==> config.mk <==
export PLATFORM = sky130hd
export DESIGN_NAME = gkpq_cell
export DESIGN_NICKNAME = d
export VERILOG_FILES = /design/src/hw/rtl/gkpq_pkg.sv /design/src/hw/rtl/gkpq_cell.sv
export SDC_FILE = /design/constraint.sdc
export NUM_CORES = 1
export LEC_CHECK = 0
export ABC_AREA = 0
export ABC_CLOCK_PERIOD_IN_PS = 5500
export BUFFER_PORTS_ARGS = -buffer_cell sky130_fd_sc_hd__buf_2
export CORE_AREA = 2 2 152 154
export DETAILED_ROUTE_END_ITERATION = 6
export DIE_AREA = 0 0 154 156
export GPL_TIMING_DRIVEN = 0
export MAX_ROUTING_LAYER = met4
export PLACE_DENSITY_LB_ADDON = 0.05
export REMOVE_ABC_BUFFERS = 1
export SYNTH_ARGS = -nofsm -noshare
export SYNTH_HDL_FRONTEND = slang
export SYNTH_SLANG_ARGS = --single-unit
export TNS_END_PERCENT = 10
==> constraint.sdc <==
create_clock -name clk -period 5.5 [get_ports clk]
set_input_delay 0.55 -clock clk [delete_from_list [all_inputs] [get_ports clk]]
set_output_delay 0.55 -clock clk [all_outputs]
set_load 0.05 [all_outputs]
==> src/hw/rtl/gkpq_pkg.sv <==
// ----------------------------------------------------------------------------
// gkpq_pkg
// Shared constants and types for the grouped key priority queue.
// ----------------------------------------------------------------------------
`default_nettype none

package gkpq_pkg;

  localparam int NODE_SLOTS_DEF      = 16;
  localparam int VALUES_PER_NODE_DEF = 32;
  localparam int KEY_W               = 64;
  localparam int VAL_W               = 64;

  // op codes of the input item
  localparam logic OP_PUT    = 1'b0;
  localparam logic OP_REMOVE = 1'b1;

  // broadcast command from the sequencer to every cell
  typedef struct packed {
    logic ins;         // insert a new node at the found position
    logic grow;        // add the value to the node at the found position
    logic join_front;  // grow extends the window at its front
    logic rm;          // take one value off the head node
    logic del;         // head node empties: shift the chain left
  } ctrl_t;

  typedef enum logic [1:0] {
    ST_IDLE = 2'b01,
    ST_EXEC = 2'b10
  } state_t;

endpackage

`default_nettype wire

==> src/hw/rtl/gkpq_cell.sv <==
// ----------------------------------------------------------------------------
// gkpq_cell
// One node of the sorted chain: key, slot window bounds and slot bank pointer.
// ----------------------------------------------------------------------------
`default_nettype none

module gkpq_cell #(
  parameter int IDX = 0,
  parameter int VPN = gkpq_pkg::VALUES_PER_NODE_DEF,
  parameter int PW  = 4,
  parameter int FW  = 6
) (
  input  wire                          clk,
  input  wire                          rst_n,
  input  wire                          en,
  input  wire gkpq_pkg::ctrl_t         ctrl,
  input  wire [gkpq_pkg::KEY_W-1:0]    item_key,
  input  wire [PW-1:0]                 free_ptr,
  input  wire [PW-1:0]                 head_ptr,
  input  wire                          lt_left,
  input  wire                          left_valid,
  input  wire [gkpq_pkg::KEY_W-1:0]    left_key,
  input  wire [FW-1:0]                 left_front,
  input  wire [FW-1:0]                 left_back,
  input  wire [PW-1:0]                 left_ptr,
  input  wire                          right_valid,
  input  wire [gkpq_pkg::KEY_W-1:0]    right_key,
  input  wire [FW-1:0]                 right_front,
  input  wire [FW-1:0]                 right_back,
  input  wire [PW-1:0]                 right_ptr,
  output logic                         valid,
  output logic [gkpq_pkg::KEY_W-1:0]   key,
  output logic [FW-1:0]                front,
  output logic [FW-1:0]                back,
  output logic [PW-1:0]                ptr,
  output logic                         lt,
  output logic                         at_pos,
  output logic                         hit,
  output logic                         valid_nxt_o,
  output logic [gkpq_pkg::KEY_W-1:0]   key_nxt_o
);

  logic                        valid_r, valid_nxt;
  logic [gkpq_pkg::KEY_W-1:0]  key_r, key_nxt;
  logic [FW-1:0]               front_r, front_nxt;
  logic [FW-1:0]               back_r, back_nxt;
  logic [PW-1:0]               ptr_r, ptr_nxt;
  logic                        full;

  assign lt     = valid_r && (key_r < item_key);
  assign at_pos = !lt && lt_left;
  assign full   = (back_r - front_r) == FW'(VPN);
  assign hit    = at_pos && valid_r && (key_r == item_key) && !full;

  always_comb begin
    valid_nxt = valid_r;
    key_nxt   = key_r;
    front_nxt = front_r;
    back_nxt  = back_r;
    ptr_nxt   = ptr_r;
    if (en) begin
      if (ctrl.ins) begin
        if (at_pos) begin
          valid_nxt = 1'b1;
          key_nxt   = item_key;
          front_nxt = '0;
          back_nxt  = FW'(1);
          ptr_nxt   = free_ptr;
        end else if (!lt && left_valid) begin
          // shift right to open the gap
          valid_nxt = left_valid;
          key_nxt   = left_key;
          front_nxt = left_front;
          back_nxt  = left_back;
          ptr_nxt   = left_ptr;
        end
      end
      if (ctrl.grow && at_pos) begin
        if (ctrl.join_front) begin
          front_nxt = front_r - FW'(1);
        end else begin
          back_nxt = back_r + FW'(1);
        end
      end
      if (ctrl.rm) begin
        if (ctrl.del) begin
          if (valid_r && right_valid) begin
            valid_nxt = 1'b1;
            key_nxt   = right_key;
            front_nxt = right_front;
            back_nxt  = right_back;
            ptr_nxt   = right_ptr;
          end else if (valid_r) begin
            // last live node drops out and takes the freed bank
            valid_nxt = 1'b0;
            ptr_nxt   = head_ptr;
          end
        end else if (IDX == 0) begin
          front_nxt = front_r + FW'(1);
        end
      end
    end
  end

  always_ff @(posedge clk) begin
    if (!rst_n) begin
      valid_r <= 1'b0;
      ptr_r   <= PW'(IDX);
    end else begin
      valid_r <= valid_nxt;
      ptr_r   <= ptr_nxt;
    end
    key_r   <= key_nxt;
    front_r <= front_nxt;
    back_r  <= back_nxt;
  end

  assign valid       = valid_r;
  assign key         = key_r;
  assign front       = front_r;
  assign back        = back_r;
  assign ptr         = ptr_r;
  assign valid_nxt_o = valid_nxt;
  assign key_nxt_o   = key_nxt;

endmodule

`default_nettype wire

==> impl_metrics.env <==
export IMPL_run_status="complete, no violations"
export IMPL_cts_clk_pin_slew_worst_paths_ns=0.07
export IMPL_flow_area_growth_from_synthesis_pct=33.49
export IMPL_gp_routability_congestion=0.8656
export IMPL_post_layout_net_count=1677
export IMPL_fin_tns_setup_ns=0
export IMPL_timing_reg2reg_worst_path_depth=12
export IMPL_register_bit_total_from_synthesis=81
export IMPL_vias_in_the_first_global_route=8449
export IMPL_layout_worst_path_cycle_share=0.8988
export IMPL_skew_ns=0.009365
export IMPL_drt_first_iter_violations=527
export IMPL_startpoint_type="flip-flop"
export IMPL_fp_dieH_microns=156
export IMPL_place_inst=1636
export IMPL_synthesis_area_per_instance_sq_um=7.148
export IMPL_fmax_mhz=202.3
export IMPL_number_of_sinks_driven_by_the_clock_tree=81
export IMPL_synth_top_cells_by_count="nor2_1 (212), a21oi_1 (95), inv_1 (79)"
export IMPL_fraction_of_final_layout_cells_with_drive_strength_greater_than_1=0.3116
export IMPL_power_leakage_nw=4.744
export IMPL_critical_path_max_fanout=64
export IMPL_power_density_cell_area_nw_per_um2=332.6
export IMPL_rsz_0062_raised_after_global_routing="false"
export IMPL_postSynth_asyncResetShare=0
export IMPL_postRouteWirelength_microns=30410
export IMPL_grt_first_pass_wirelength_microns=46290
export IMPL_wl_met1_microns=12690
export IMPL_die_w_microns=154
export IMPL_reg2reg_from="key[63]"
export IMPL_timing_worst_setup_path_type="flip-flop to primary output"
export IMPL_pin_count=392
export IMPL_post_cts_resized=0
export IMPL_post_drt_wl_per_cell_microns=18.35
export IMPL_final_max_slew_viol_count=0
export IMPL_worst_setup_path_end_kind="primary output"
export IMPL_cts_inserted_buffers=9
export IMPL_final_setup_viol_count=0
export IMPL_viasPerCell=5.346
export IMPL_via_count=8859
export IMPL_r2r_setup_slack_ns=1.33
export IMPL_count_of_synthesis_stage_warnings_from_yosys=0
export IMPL_vdd_ir_drop_worst_mv=0.1460
export IMPL_synth_area_leader_cell="dfxtp_1"
export IMPL_antenna_found_initial=4
export IMPL_netlist_area_sq_um=7341
export IMPL_yosys_most_used_dff="dfxtp_1"
export IMPL_post_synth_inst_count=1027
export IMPL_slew_limit_headroom=0.4109
export IMPL_crit_arrival_ns=4.39
export IMPL_synth_area_leaders="dfxtp_1 (19%), ha_1 (12%), nor2_1 (11%), o221ai_1 (7.6%), a22oi_1 (6.9%)"
export IMPL_fp_dieArea_sq_um=24020
export IMPL_final_hold_violation_count=0
export IMPL_buffer_ports_inserted=391
export IMPL_detail_route_drc_violations=0
export IMPL_dr_wl_met3_microns=2504
export IMPL_maxUsedRoutingLayer="met4"
export IMPL_yosys_cell_count_top_type="nor2_1"
export IMPL_worstHoldPathType="primary input to flip-flop"
export IMPL_wl_met2_microns=14590
export IMPL_cts_htree_levels=3
export IMPL_final_period_minus_worst_setup_slack_ns=4.943
export IMPL_endpoint_of_the_worst_slack_reg_to_reg_timing_path="back[0]"
export IMPL_finish_instance_area_sq_um=9799
export IMPL_placeableCoreArea_sq_um=22370
export IMPL_cts_path_max_buffers=2
export IMPL_synth_distinct_cells=59
export IMPL_place_area_sq_um=9460
export IMPL_finalPower_mw=3.259
export IMPL_hold_depth=3
export IMPL_place_detailed_hpwl_microns=22000
export IMPL_seq_area_frac_synth=0.2373
export IMPL_insertion_delay_ns=0.35
export IMPL_root_buffer="clkbuf_16"
export IMPL_critPathRequiredTime_ns=4.95
export IMPL_drt_pass1_iter_count=5
export IMPL_grt_max_degree=77
export IMPL_fill_cell_instance_count_of_the_final_layout=2421
export IMPL_hp_start="right_key[0]"
export IMPL_cts_repair_timing_setup_buffer_count=0
export IMPL_cell_rows=55
export IMPL_measured_slew_at_the_worst_slew_check_pin_ns=0.8804
export IMPL_cts_tree="done"
export IMPL_grt_overflow_total=0
export IMPL_post_cts_hold_buffer_count=0
export IMPL_drtAntennaViolNets=0
export IMPL_whs_ns=0.4364
export IMPL_hold_end="key[0]"
export IMPL_floorplan_initialDensity=0.3282
export IMPL_final_cells=1657
export IMPL_synth_edff_count=12
export IMPL_maxCapViolations=0
export IMPL_yosys_area_top_type_share=0.1882
export IMPL_grtUsageTotal=0.2494
## worst max-delay path, cell delays in order, from the launching register on
cell	delay, ns
dfxtp_1	0.35
ha_1	0.32
nand3_1	0.16
nor4_2	0.31
nand2_1	0.18
nor4_2	0.51
a221o_4	0.57
buf_12	0.31
nand2_4	0.51
o221ai_1	0.47
o21ai_1	0.12
buf_2	0.22
## worst max path at each step
stage / startpoint / endpoint / slack [ns] / cells past startpoint
3_5_place_dp: item_key[57] / key_nxt_o[46] / 0.55 / 13
4_1_cts: key[63] / key_nxt_o[46] / 0.49 / 11
6_report: key[63] / key_nxt_o[46] / 0.56 / 11
3_3_place_gp: item_key[63] / key_nxt_o[46] / -2.61 / 12
5_1_grt: key[57] / key_nxt_o[4] / 0.27 / 11
2_1_floorplan: key[7] / key_nxt_o[1] / -0.03 / 9
## through the flow
stage,setup slack (ns),utilization
finish,0.5567,0.4382
global route,0.2734,0.4380
CTS,0.4918,0.4376
detailed placement,0.5530,0.4230
global placement,-2.610,0.4153
floorplan,-0.03029,-
## metal layers
layer,track usage,up-vias
li1,-,4467
met1,0.3011,3996
met2,0.4175,360
met3,0.05889,36
met4,0.06854,0
met5,-,-
## registers in the layout, indices dropped and copies added (netlist names)
register,cells
key,64
ptr,4
front,6
valid,1
back,6
## where the power goes
part           total [mW]  internal [mW]  switching [mW]
Combinational        1.71          0.476            1.23
Sequential          0.860          0.712           0.147
Clock               0.690          0.406           0.284
Total                3.26           1.59            1.67
## layout by cell type, fill, tap and decap left out, drive strengths merged, types with 5 or more instances in the layout
master,synthesis,layout
o21ai,91,91
a22oi,67,67
nor2b,6,6
nand4,7,7
xor2,5,5
a21oi,95,95
o221ai,65,65
diode,0,5
xnor2,7,7
nand3,23,23
nand2,53,53
o31ai,5,5
nor2,214,214
buf,27,397
ha,72,72
nor4,7,7
a21o,5,5
inv,80,80
a31oi,7,7
edfxtp,12,12
a221oi,10,10
clkbuf,46,13
dfxtp,69,69
a211oi,7,7
nor3,5,5
## logic make-up (layout without fill, tap and decap cells)
kind of cell	after synthesis	in the layout	share of synthesized area
fa+ha+maj	72	72	0.1227
other cells	0	5	0
xor+xnor	12	12	0.01432
buf+inv	154	494	0.09187
compound gates	376	376	0.3388
flops	81	81	0.2373
simple gates	331	331	0.1936
mux	1	1	0.001364
## final cells by class
type                    count  area [sq um]  area share
diodes                      5         12.51    0.001277
clock inverters             3         45.04    0.004597
flip-flops and latches     81          1742      0.1777
multi-input cells         792          4956      0.5057
clock buffers              13         281.5     0.02873
well taps                 285         356.6     0.03639
inverters                  81         309.0     0.03154
repair buffers            397          2097      0.2140
(Power assumes the default switching activity.)
